### src/rtl/core/positional_list_engine_assert.svh
// ----------------------------------------------------------------------------
// positional_list_engine_assert.svh
// Assertion macros shared by the positional list engine RTL.
// ----------------------------------------------------------------------------
`ifndef POSITIONAL_LIST_ENGINE_ASSERT_SVH
`define POSITIONAL_LIST_ENGINE_ASSERT_SVH

// Same-cycle implication, disabled during reset.
`define PLE_ASSERT_IMPLIES(label, clk, rst, ante, cons) \
   label: assert property (@(posedge clk) disable iff (rst) (ante) |-> (cons)) \
      else $error("positional_list_engine: same-cycle check failed");

// Next-cycle implication, disabled during reset.
`define PLE_ASSERT_NEXT(label, clk, rst, ante, cons) \
   label: assert property (@(posedge clk) disable iff (rst) (ante) |=> (cons)) \
      else $error("positional_list_engine: next-cycle check failed");

`endif

### src/rtl/core/ple_pkg.sv
// ----------------------------------------------------------------------------
// ple_pkg
// Types and constants shared by the positional list engine modules.
// ----------------------------------------------------------------------------
`default_nettype none

package ple_pkg;

   localparam int PLE_DEPTH  = 16;
   localparam int DATA_W     = 32;
   localparam int OP_W       = 3;
   localparam int POS_W      = 8;
   localparam int RSP_LEN_W  = 5;

   typedef enum logic [OP_W-1:0] {
      OP_INS_FRONT = 3'd0,
      OP_INS_BACK  = 3'd1,
      OP_INS_POS   = 3'd2,
      OP_DEL_FRONT = 3'd3,
      OP_DEL_BACK  = 3'd4,
      OP_DEL_POS   = 3'd5,
      OP_DUMP      = 3'd6
   } ple_op_type;

   typedef enum logic [1:0] {
      STAT_OK     = 2'd0,
      STAT_EMPTY  = 2'd1,
      STAT_BADPOS = 2'd2,
      STAT_FULL   = 2'd3
   } ple_status_type;

   typedef enum logic {
      PLE_IDLE = 1'b0,
      PLE_DUMP = 1'b1
   } ple_state_type;

   // Controller to datapath.
   typedef struct packed {
      logic accept;       // request beat taken: apply the operation
      logic load_single;  // load the one-beat response for this request
      logic dump_step;    // emit the front cell and rotate the list
   } ple_cmd_type;

   // Datapath to controller.
   typedef struct packed {
      logic list_empty;   // no elements held
      logic dump_final;   // current dump beat is the last one
   } ple_sts_type;

endpackage

`default_nettype wire

### src/rtl/core/ple_ctrl.sv
// ----------------------------------------------------------------------------
// ple_ctrl
// Sequencer for the positional list engine: handshakes and dump walk.
// ----------------------------------------------------------------------------
`default_nettype none

module ple_ctrl
   import ple_pkg::*;
(
   input  wire logic              clock,
   input  wire logic              reset,
   input  wire logic              req_valid,
   output logic                   req_ready,
   input  wire logic [OP_W-1:0]   req_opcode,
   output logic                   rsp_valid,
   input  wire logic              rsp_ready,
   output ple_cmd_type            cmd,
   input  wire ple_sts_type       sts
);

   ple_state_type state_ff, state_in;
   logic          rsp_valid_ff, rsp_valid_in;
   logic          slot_free;
   logic          accept;
   logic          load;

   assign slot_free = !rsp_valid_ff || rsp_ready;
   assign rsp_valid = rsp_valid_ff;

   always_comb begin
      state_in  = state_ff;
      req_ready = 1'b0;
      accept    = 1'b0;
      load      = 1'b0;
      cmd       = '0;
      case (state_ff)
         PLE_IDLE: begin
            req_ready  = slot_free;
            accept     = req_valid && slot_free;
            cmd.accept = accept;
            if (accept) begin
               if ((req_opcode == OP_DUMP) && !sts.list_empty) begin
                  state_in = PLE_DUMP;
               end else begin
                  cmd.load_single = 1'b1;
                  load            = 1'b1;
               end
            end
         end
         PLE_DUMP: begin
            if (slot_free) begin
               cmd.dump_step = 1'b1;
               load          = 1'b1;
               if (sts.dump_final) begin
                  state_in = PLE_IDLE;
               end
            end
         end
         default: begin
            state_in = PLE_IDLE;
         end
      endcase
      if (load) begin
         rsp_valid_in = 1'b1;
      end else if (rsp_ready) begin
         rsp_valid_in = 1'b0;
      end else begin
         rsp_valid_in = rsp_valid_ff;
      end
   end

   always_ff @(posedge clock) begin
      if (reset) begin
         state_ff     <= PLE_IDLE;
         rsp_valid_ff <= 1'b0;
      end else begin
         state_ff     <= state_in;
         rsp_valid_ff <= rsp_valid_in;
      end
   end

endmodule

`default_nettype wire

### src/rtl/core/ple_datapath.sv
// ----------------------------------------------------------------------------
// ple_datapath
// Cell chain, length counter, dump counter and response register.
// ----------------------------------------------------------------------------
`default_nettype none

module ple_datapath
   import ple_pkg::*;
#(
   parameter int DEPTH = PLE_DEPTH
)
(
   input  wire logic                     clock,
   input  wire logic                     reset,
   input  wire logic [OP_W-1:0]          req_opcode,
   input  wire logic signed [DATA_W-1:0] req_value,
   input  wire logic [POS_W-1:0]         req_position,
   output logic [1:0]                    rsp_status,
   output logic signed [DATA_W-1:0]      rsp_element,
   output logic                          rsp_last,
   output logic [RSP_LEN_W-1:0]          rsp_length,
   input  wire ple_cmd_type              cmd,
   output ple_sts_type                   sts
);

   localparam int LW = $clog2(DEPTH + 1);
   localparam int CW = ((LW > POS_W) ? LW : POS_W) + 1;

   logic signed [DATA_W-1:0] cells_ff [DEPTH];
   logic signed [DATA_W-1:0] cells_in [DEPTH];
   logic [LW-1:0]            len_ff, len_in;
   logic [LW-1:0]            cnt_ff, cnt_in;

   ple_status_type           status_ff, status_in;
   logic signed [DATA_W-1:0] element_ff, element_in;
   logic                     last_ff, last_in;
   logic [RSP_LEN_W-1:0]     length_ff, length_in;

   ple_op_type     op;
   ple_status_type op_status;
   logic [CW-1:0]  pos_w, len_w, idx;
   logic           do_ins, do_del;

   assign sts.list_empty = (len_ff == '0);
   assign sts.dump_final = (cnt_ff == (len_ff - LW'(1)));

   // Decode the request against the current length.
   always_comb begin
      op        = ple_op_type'(req_opcode);
      pos_w     = CW'(req_position);
      len_w     = CW'(len_ff);
      op_status = STAT_OK;
      do_ins    = 1'b0;
      do_del    = 1'b0;
      idx       = '0;
      case (op)
         OP_INS_FRONT, OP_INS_BACK, OP_INS_POS: begin
            if (len_w == CW'(DEPTH)) begin
               op_status = STAT_FULL;
            end else if ((op == OP_INS_POS) &&
                         ((pos_w == '0) || (pos_w > (len_w + CW'(1))))) begin
               op_status = STAT_BADPOS;
            end else begin
               do_ins = 1'b1;
               if (op == OP_INS_FRONT) begin
                  idx = '0;
               end else if (op == OP_INS_BACK) begin
                  idx = len_w;
               end else begin
                  idx = pos_w - CW'(1);
               end
            end
         end
         OP_DEL_FRONT, OP_DEL_BACK, OP_DEL_POS: begin
            if (len_w == '0) begin
               op_status = STAT_EMPTY;
            end else if ((op == OP_DEL_POS) &&
                         ((pos_w == '0) || (pos_w > len_w))) begin
               op_status = STAT_BADPOS;
            end else begin
               do_del = 1'b1;
               if (op == OP_DEL_FRONT) begin
                  idx = '0;
               end else if (op == OP_DEL_BACK) begin
                  idx = len_w - CW'(1);
               end else begin
                  idx = pos_w - CW'(1);
               end
            end
         end
         OP_DUMP: begin
            if (len_w == '0) begin
               op_status = STAT_EMPTY;
            end
         end
         default: begin
            op_status = STAT_OK;
         end
      endcase
   end

   // Cell chain: every cell picks from itself, a neighbor, the front or the new value.
   always_comb begin
      for (int i = 0; i < DEPTH; i++) begin
         cells_in[i] = cells_ff[i];
      end
      len_in = len_ff;
      if (cmd.accept && do_ins) begin
         if (idx == '0) begin
            cells_in[0] = req_value;
         end
         for (int i = 1; i < DEPTH; i++) begin
            if (CW'(i) > idx) begin
               cells_in[i] = cells_ff[i-1];
            end else if (CW'(i) == idx) begin
               cells_in[i] = req_value;
            end
         end
         len_in = len_ff + LW'(1);
      end else if (cmd.accept && do_del) begin
         for (int i = 0; i < DEPTH - 1; i++) begin
            if (CW'(i) >= idx) begin
               cells_in[i] = cells_ff[i+1];
            end
         end
         len_in = len_ff - LW'(1);
      end else if (cmd.dump_step) begin
         // Rotate the held elements by one so the next one reaches the front.
         for (int i = 0; i < DEPTH - 1; i++) begin
            if (CW'(i) == (len_w - CW'(1))) begin
               cells_in[i] = cells_ff[0];
            end else begin
               cells_in[i] = cells_ff[i+1];
            end
         end
         if (CW'(DEPTH - 1) == (len_w - CW'(1))) begin
            cells_in[DEPTH-1] = cells_ff[0];
         end
      end
   end

   // Response register and dump counter.
   always_comb begin
      status_in  = status_ff;
      element_in = element_ff;
      last_in    = last_ff;
      length_in  = length_ff;
      cnt_in     = cnt_ff;
      if (cmd.accept) begin
         cnt_in = '0;
      end
      if (cmd.load_single) begin
         status_in  = op_status;
         element_in = '0;
         last_in    = 1'b1;
         length_in  = RSP_LEN_W'(len_in);
      end else if (cmd.dump_step) begin
         status_in  = STAT_OK;
         element_in = cells_ff[0];
         last_in    = sts.dump_final;
         length_in  = RSP_LEN_W'(len_ff);
         cnt_in     = cnt_ff + LW'(1);
      end
   end

   always_ff @(posedge clock) begin
      if (reset) begin
         len_ff <= '0;
         cnt_ff <= '0;
      end else begin
         len_ff <= len_in;
         cnt_ff <= cnt_in;
      end
   end

   always_ff @(posedge clock) begin
      for (int i = 0; i < DEPTH; i++) begin
         cells_ff[i] <= cells_in[i];
      end
      status_ff  <= status_in;
      element_ff <= element_in;
      last_ff    <= last_in;
      length_ff  <= length_in;
   end

   assign rsp_status  = status_ff;
   assign rsp_element = element_ff;
   assign rsp_last    = last_ff;
   assign rsp_length  = length_ff;

endmodule

`default_nettype wire

### src/rtl/core/positional_list_engine.sv
// ----------------------------------------------------------------------------
// positional_list_engine
// Ordered list of up to DEPTH signed 32-bit values with positional insert,
// delete and a front-to-back dump.
// ----------------------------------------------------------------------------
//
//   channel  prefix  dir  beat contents
//   -------  ------  ---  -------------------------------------------------
//   request  req_    in   opcode, value, 1-based position
//   response rsp_    out  status, element, last mark, length after the op
//
// An insert, a delete, an empty dump or an unused opcode yields one response
// beat. A dump of N elements holds off requests until the dump walk has sent
// all N beats, one beat per cycle while the response is not stalled; the walk
// rotates the cell chain so each element in turn reaches the front cell.
// Reset clears the length and the handshake state; cell contents stay as is.
// A stalled response holds everything: no request is taken and the dump walk
// pauses until the response register frees up.
// ----------------------------------------------------------------------------
`default_nettype none

`include "positional_list_engine_assert.svh"

module positional_list_engine
   import ple_pkg::*;
#(
   parameter int DEPTH = PLE_DEPTH
)
(
   input  wire logic                     clock,
   input  wire logic                     reset,
   // request channel
   input  wire logic                     req_valid,
   output logic                          req_ready,
   input  wire logic [OP_W-1:0]          req_opcode,
   input  wire logic signed [DATA_W-1:0] req_value,
   input  wire logic [POS_W-1:0]         req_position,
   // response channel
   output logic                          rsp_valid,
   input  wire logic                     rsp_ready,
   output logic [1:0]                    rsp_status,
   output logic signed [DATA_W-1:0]      rsp_element,
   output logic                          rsp_last,
   output logic [RSP_LEN_W-1:0]          rsp_length
);

   // Command and status between sequencer and datapath.
   ple_cmd_type cmd;
   ple_sts_type sts;

   // Sequencer: owns the handshakes, the response valid and the dump walk.
   ple_ctrl u_ctrl (
      .clock      (clock),
      .reset      (reset),
      .req_valid  (req_valid),
      .req_ready  (req_ready),
      .req_opcode (req_opcode),
      .rsp_valid  (rsp_valid),
      .rsp_ready  (rsp_ready),
      .cmd        (cmd),
      .sts        (sts)
   );

   // Datapath: cell chain, length, dump counter and response payload.
   ple_datapath #(
      .DEPTH (DEPTH)
   ) u_datapath (
      .clock        (clock),
      .reset        (reset),
      .req_opcode   (req_opcode),
      .req_value    (req_value),
      .req_position (req_position),
      .rsp_status   (rsp_status),
      .rsp_element  (rsp_element),
      .rsp_last     (rsp_last),
      .rsp_length   (rsp_length),
      .cmd          (cmd),
      .sts          (sts)
   );

   // Drop request acceptance while the dump walk owns the response register.
   `PLE_ASSERT_IMPLIES(a_no_req_during_dump, clock, reset, cmd.dump_step, !req_ready)

   // A delete on an empty list answers with an empty status in the next beat.
   `PLE_ASSERT_NEXT(a_del_empty_status, clock, reset, req_valid && req_ready && sts.list_empty && ((req_opcode == OP_DEL_FRONT) || (req_opcode == OP_DEL_BACK) || (req_opcode == OP_DEL_POS)), rsp_valid && (rsp_status == STAT_EMPTY))

   // A non-empty dump starts the walk: no beat yet, and requests held off.
   `PLE_ASSERT_NEXT(a_dump_start, clock, reset, req_valid && req_ready && !sts.list_empty && (req_opcode == OP_DUMP), !rsp_valid && !req_ready)

   // A full report always carries the full length.
   `PLE_ASSERT_IMPLIES(a_full_length, clock, reset, rsp_valid && (rsp_status == STAT_FULL), rsp_length == RSP_LEN_W'(DEPTH))

endmodule

`default_nettype wire

### config.mk
export PLATFORM = sky130hd
export DESIGN_NAME = positional_list_engine
export DESIGN_NICKNAME = d
export VERILOG_FILES = /design/src/rtl/core/ple_pkg.sv /design/src/rtl/core/ple_ctrl.sv /design/src/rtl/core/ple_datapath.sv /design/src/rtl/core/positional_list_engine.sv
export VERILOG_INCLUDE_DIRS = /design/src /design/src/rtl/core
export SDC_FILE = /design/constraint.sdc
export NUM_CORES = 2
export LEC_CHECK = 0
export BUFFER_PORTS_ARGS = -buffer_cell sky130_fd_sc_hd__buf_4
export CAP_MARGIN = 20
export CORE_ASPECT_RATIO = 1.1
export CORE_UTILIZATION = 39
export DETAILED_ROUTE_END_ITERATION = 7
export PLACE_DENSITY_LB_ADDON = 0.15
export REMOVE_ABC_BUFFERS = 1
export SLEW_MARGIN = 10
export SYNTH_ARGS = -nofsm -noshare
export SYNTH_HDL_FRONTEND = slang
export SYNTH_SLANG_ARGS = --single-unit
export TNS_END_PERCENT = 100
### constraint.sdc
create_clock -name clock -period 7 [get_ports clock]
set_input_delay 0.35 -clock clock [delete_from_list [all_inputs] [get_ports clock]]
set_output_delay 0.35 -clock clock [all_outputs]
set_load 0.05 [all_outputs]
### Yosys cells after proc, flatten, opt, wreduce, memory -nomap -nowiden

Memory sizes are Yosys's and may differ from the RTL's.
Index checks and enable logic that the tools add are counted.

* $add $sub $neg: 6
* magnitude comparators: 32
* eq/ne operators: 38
* multiplexer cells: 110
* bitwise gates (word level): 1
* reduce and logical (&&, ||, !) cells: 20

Operators by type and width (number)
* 32-bit 2-to-1 mux: 63
* 512-bit 2-to-1 mux: 2
* 480-bit 2-to-1 mux: 1
* 4-bit by 9-bit equality test with 1-bit output (first input constant): 16
* 3-bit by 9-bit equality test with 1-bit output (first input constant): 8
* 4-bit by 9-bit greater-than comparator with 1-bit output (first input constant): 8
* 9-bit 2-to-1 mux: 8
* 4-bit by 9-bit >= comparator with 1-bit output (first input constant): 7
* 2-bit by 9-bit equality test with 1-bit output (first input constant): 4
* 3-bit by 9-bit >= comparator with 1-bit output (first input constant): 4
* 3-bit by 9-bit greater-than comparator with 1-bit output (first input constant): 4
* 5-bit 2-to-1 mux: 7
* 1-bit by 9-bit equality test with 1-bit output (first input constant): 2
* 1-bit by 9-bit >= comparator with 1-bit output (first input constant): 2
* 2-bit by 9-bit >= comparator with 1-bit output (first input constant): 2
* 2-bit by 9-bit greater-than comparator with 1-bit output (first input constant): 2
* 9-bit logical NOT: 2
* 1-bit 2-to-1 mux: 18
* 9-bit case mux with 2 select lines: 1
* 2-bit 2-to-1 mux: 7
* 5-bit by 1-bit adder with 5-bit output (second input constant): 2
* 3-bit equality test (second input constant): 3
* 1-bit by 9-bit greater-than comparator with 1-bit output (first input constant): 1
* 8-bit by 9-bit greater-than comparator with 1-bit output: 1
* other kinds (20): 32

* flip-flop bits (word level): 52
* bits in writable memories: 512
* input port bits: 47
* output and inout bits: 42
* word-level logic and storage cells: 216
* memories kept: 1

Memories
* u_datapath.cells_ff: words 16, bits a word 32, rd ports 16, clocked after Yosys merged registers in 0, write ports 16, line ple_datapath.sv:29 `logic signed [DATA_W-1:0] cells_ff [DEPTH];`

### Depth between registers and ports, before layout

* depth after elaboration: 11
* mapped depth: 18
* gate-level depth less buffers: 13

### Modules after synthesis

A second synthesis with hierarchy kept.

* cell total of the unflattened synthesis: 3306
* area, all modules: 34025.1 sq um

By module, submodules not included
* ple_datapath: instances 1, cells each 3293, area each 33905.0 sq um, seq. area each 16445.8 sq um
* ple_ctrl: instances 1, cells each 13, area each 120.1 sq um, seq. area each 40.0 sq um

### Worst setup path after synthesis

Ideal clock, no wire load.

* kind: flip-flop to flip-flop
* from: reg u_datapath.len_ff[0] (netlist name)
* to: mem u_datapath.cells_ff[10][0] (netlist: u_datapath.cells_ff[1][64]) (enable)
* library setup time: 466 ps
* arrival: 5484 ps
* data required time: 6534 ps
* path slack: 1050 ps
* stages on the path, launching flop included: 18
* path buffers: 4
* period minus slack after synthesis: 5950 ps
* cells stage by stage: dfxtp_1 inv_1 ha_1 inv_1 ha_1 nor2b_1 o211a_1 a211oi_1 a211oi_2 o31ai_4 a32o_1 buf_4 and3_1 clkbuf_1 nand2b_1 buf_2 buf_2 o21ai_0

RTL lines (line)
* end, declared: ple_datapath.sv:29

==> metrics <==
Area after DPL 34500 µm²; Seq/Total Area, Yosys 0.501; share of flip-flops with an asynchronous set or reset 0; crit path DAT 6180 ps; Layout area overhead 11.2%; Die Span X 279 µm; Place WS 1190 ps; WS Path Type reg2reg; max cap viols 0; crit-path max cell delay 800 ps; Core Rows 111; Die Height 307 µm; Tcrit/Tclk final 0.842; Iteration-0 DRC Markers 3415; synthesis-stage register bit count 564; slew at the pin with the worst max-slew slack 1180 ps; H-tree Lvls 3; YS warnings 0; failing checks design-rule violations; EDFF count, synth 519; Clock Sinks 564; Bufs and invs on worst path 4; routed len/inst 27.9 µm; status finished, violations left; mean area per synthesized cell 9.72 µm²; CP Max Fanout 33; VDD IR max 0.163 mV; WL final 123000 µm; vias in the first global route 27300; antenna violations before repair 2; final hold slack 131 ps; clk root buf clkbuf_16; power per cell area 247 nW/µm²; Rel. slew slack 0.212; top_reg_cell synth edfxtp_1; Post-DRT Antenna Nets 0; io pins 89; Final Power 9.07 mW; postcts setup bufs 0; Clock transition at path regs 60 ps; design area 36600 µm²; layout cells sized above 1 0.0947; max-slew violations 0; RSZ-0062 raised after global routing no; WP data required 7280 ps; fin crit period 5900 ps; skew final 30.8 ps; setup ws final 1100 ps; Vias per Instance 6.36; worst-path cell chain inv_1, ha_1, inv_1, ha_1, nor2b_1, o211a_1, a211oi_1, a211oi_2, o31ai_4, a32o_1, a21oi_4, buf_4, nand2b_2, o21ai_4, buf_4; hpwl dp 68500 µm; Setup Viol. Count Final 0; Layout Nets 3300; Hold Path Class in2reg; Buffers on Ports 88; area of the multi-input gates 15000 µm²; Layout Utilization 0.439; CORE AREA 83500 µm²; fmax 170 MHz; Pleak 15.0 nW; routed via count 28100; Placer Congestion 0.849; largest net degree at the start of global routing 205; clock buffer depth 3; total track usage 0.281; TritonCTS clock tree done; total global routing overflow 0; first-pass GRT wire length 180000 µm; final setup TNS 0 ps; Post-Synthesis Cells 3389; crit path max-delay cell type o21ai_4; CP Launch Type flip-flop; worst-skew pair later-pin latency 630 ps; Hold Fails Final Rpt 0; cell count after placement 4293; Yosys cell types 68; CTS buffer count 67; Fill cells 7867; FF/Latch Area 16500 µm²; die area 85600 µm²; drt first pass iters 8; Crit path max-delay family compound AO/OA/AOI/OAI gates; Setup crit end kind flip-flop; Layout Cells excl Fill 4415; synthesized area 32900 µm²; drt drc 6; Starting Density 0.395
[logic make-up (layout without fill, tap and decap cells)]
logic type / after synthesis / count (layout) / synth area share
mux: 202 / 202 / 0.0614
flops: 564 / 564 / 0.501
xor+xnor: 19 / 19 / 0.00528
compound gates: 1109 / 1109 / 0.242
buf+inv: 473 / 368 / 0.0575
fa+ha+maj: 18 / 18 / 0.00684
simple gates: 1004 / 1004 / 0.127
other cells: 0 / 1 / 0
[cells in the mapped netlist (all sizes together), types with 9 or more instances]
cell type  count  area share
a31oi         68       0.013
a222oi        32      0.0097
clkbuf       288       0.033
o22ai         33      0.0063
o31a          33      0.0088
nor2b          9      0.0017
a211oi       191       0.044
nand2        614       0.070
dfxtp         45       0.027
mux2i        201       0.061
xnor2         17      0.0047
ha            18      0.0068
nand3         55      0.0084
buf           80       0.013
o21ai         87       0.013
o221ai        35      0.0093
nor2         212       0.024
inv          105       0.012
a21oi        339       0.052
nor4          62       0.012
edfxtp       519        0.47
nor3          14      0.0021
o211a        219       0.067
a22oi         37      0.0084
[worst paths after layout]
| kind | startpoint | to | cells after the start | slack, ps |
|---|---|---|---|---|
| max | u_datapath.len_ff[0] | u_datapath.cells_ff[1][73] | 15 | 1100 |
| min | req_value[1] | u_datapath.cells_ff[0][1] | 3 | 130 |
| max reg2reg | u_datapath.len_ff[0] | u_datapath.cells_ff[1][73] | 15 | 1100 |
| min reg2reg | u_datapath.rsp_element[23] | u_datapath.rsp_element[23] | 2 | 450 |
[power breakdown]
group | total [mW] | switching, mW | internal (mW)
logic | 1.46 | 1.01 | 0.446
clock network | 3.52 | 1.50 | 2.01
registers | 4.09 | 0.115 | 3.97
[what timing repair did]
action,4_1_cts,5_1_grt
resized for setup,0,0
hold buffers,1,0
endpoints found under the hold margin,9,0
[final cells by class]
type                            instances  share of cell area
Antenna cell                            1           0.0000683
Clock buffer                           95              0.0520
Clock inverter                         23             0.00598
Inverter                              105              0.0108
Multi-Input combinational cell       2352               0.410
Sequential cell                       564               0.450
Tap cell                             1130              0.0386
Timing Repair Buffer                  145              0.0322
[worst reg2reg max path: cells and delay by family (launching register included)]
kind	cells	cell delay, ps
fa+ha+maj	2	740
buf+inv	4	1260
simple gates	2	660
flops	1	540
compound gates	7	2360
[routing by layer]
layer | wire [µm] | vias up | GRT usage
li1 | - | 12400 | -
met1 | 51400 | 14000 | 0.379
met2 | 57400 | 1477 | 0.453
met3 | 10700 | 212 | 0.0545
met4 | 3480 | 2 | 0.0894
met5 | 14 | - | 0
[layout by cell type, fill, tap and decap left out, types with 18 or more instances in the layout]
master	Yosys	routed
a222oi_1	32	32
clkbuf_1	288	19
o22ai_1	33	32
a22oi_1	37	37
buf_4	9	136
edfxtp_1	519	519
o221ai_1	35	35
mux2i_1	201	200
a21oi_1	336	334
dfxtp_1	45	45
a211oi_1	190	190
nand2_1	614	607
a31oi_1	65	63
o31a_1	33	33
o211a_1	219	219
inv_1	104	104
o21ai_0	85	77
nand3_1	55	43
clkbuf_16	0	70
nor4_1	62	62
nor2_1	212	210
ha_1	18	18
[flip-flops by register name (all words and copies together), names as in the netlist]
| signal | flops |
|---|---|
| u_datapath.cnt_ff | 5 |
| u_ctrl.state_ff | 1 |
| u_datapath.rsp_last | 1 |
| u_datapath.cells_ff | 512 |
| u_ctrl.rsp_valid | 1 |
| u_datapath.rsp_length | 5 |
| u_datapath.rsp_element | 32 |
| u_datapath.len_ff | 5 |
| u_datapath.rsp_status | 2 |
Power figures use the tool's default switching activity.
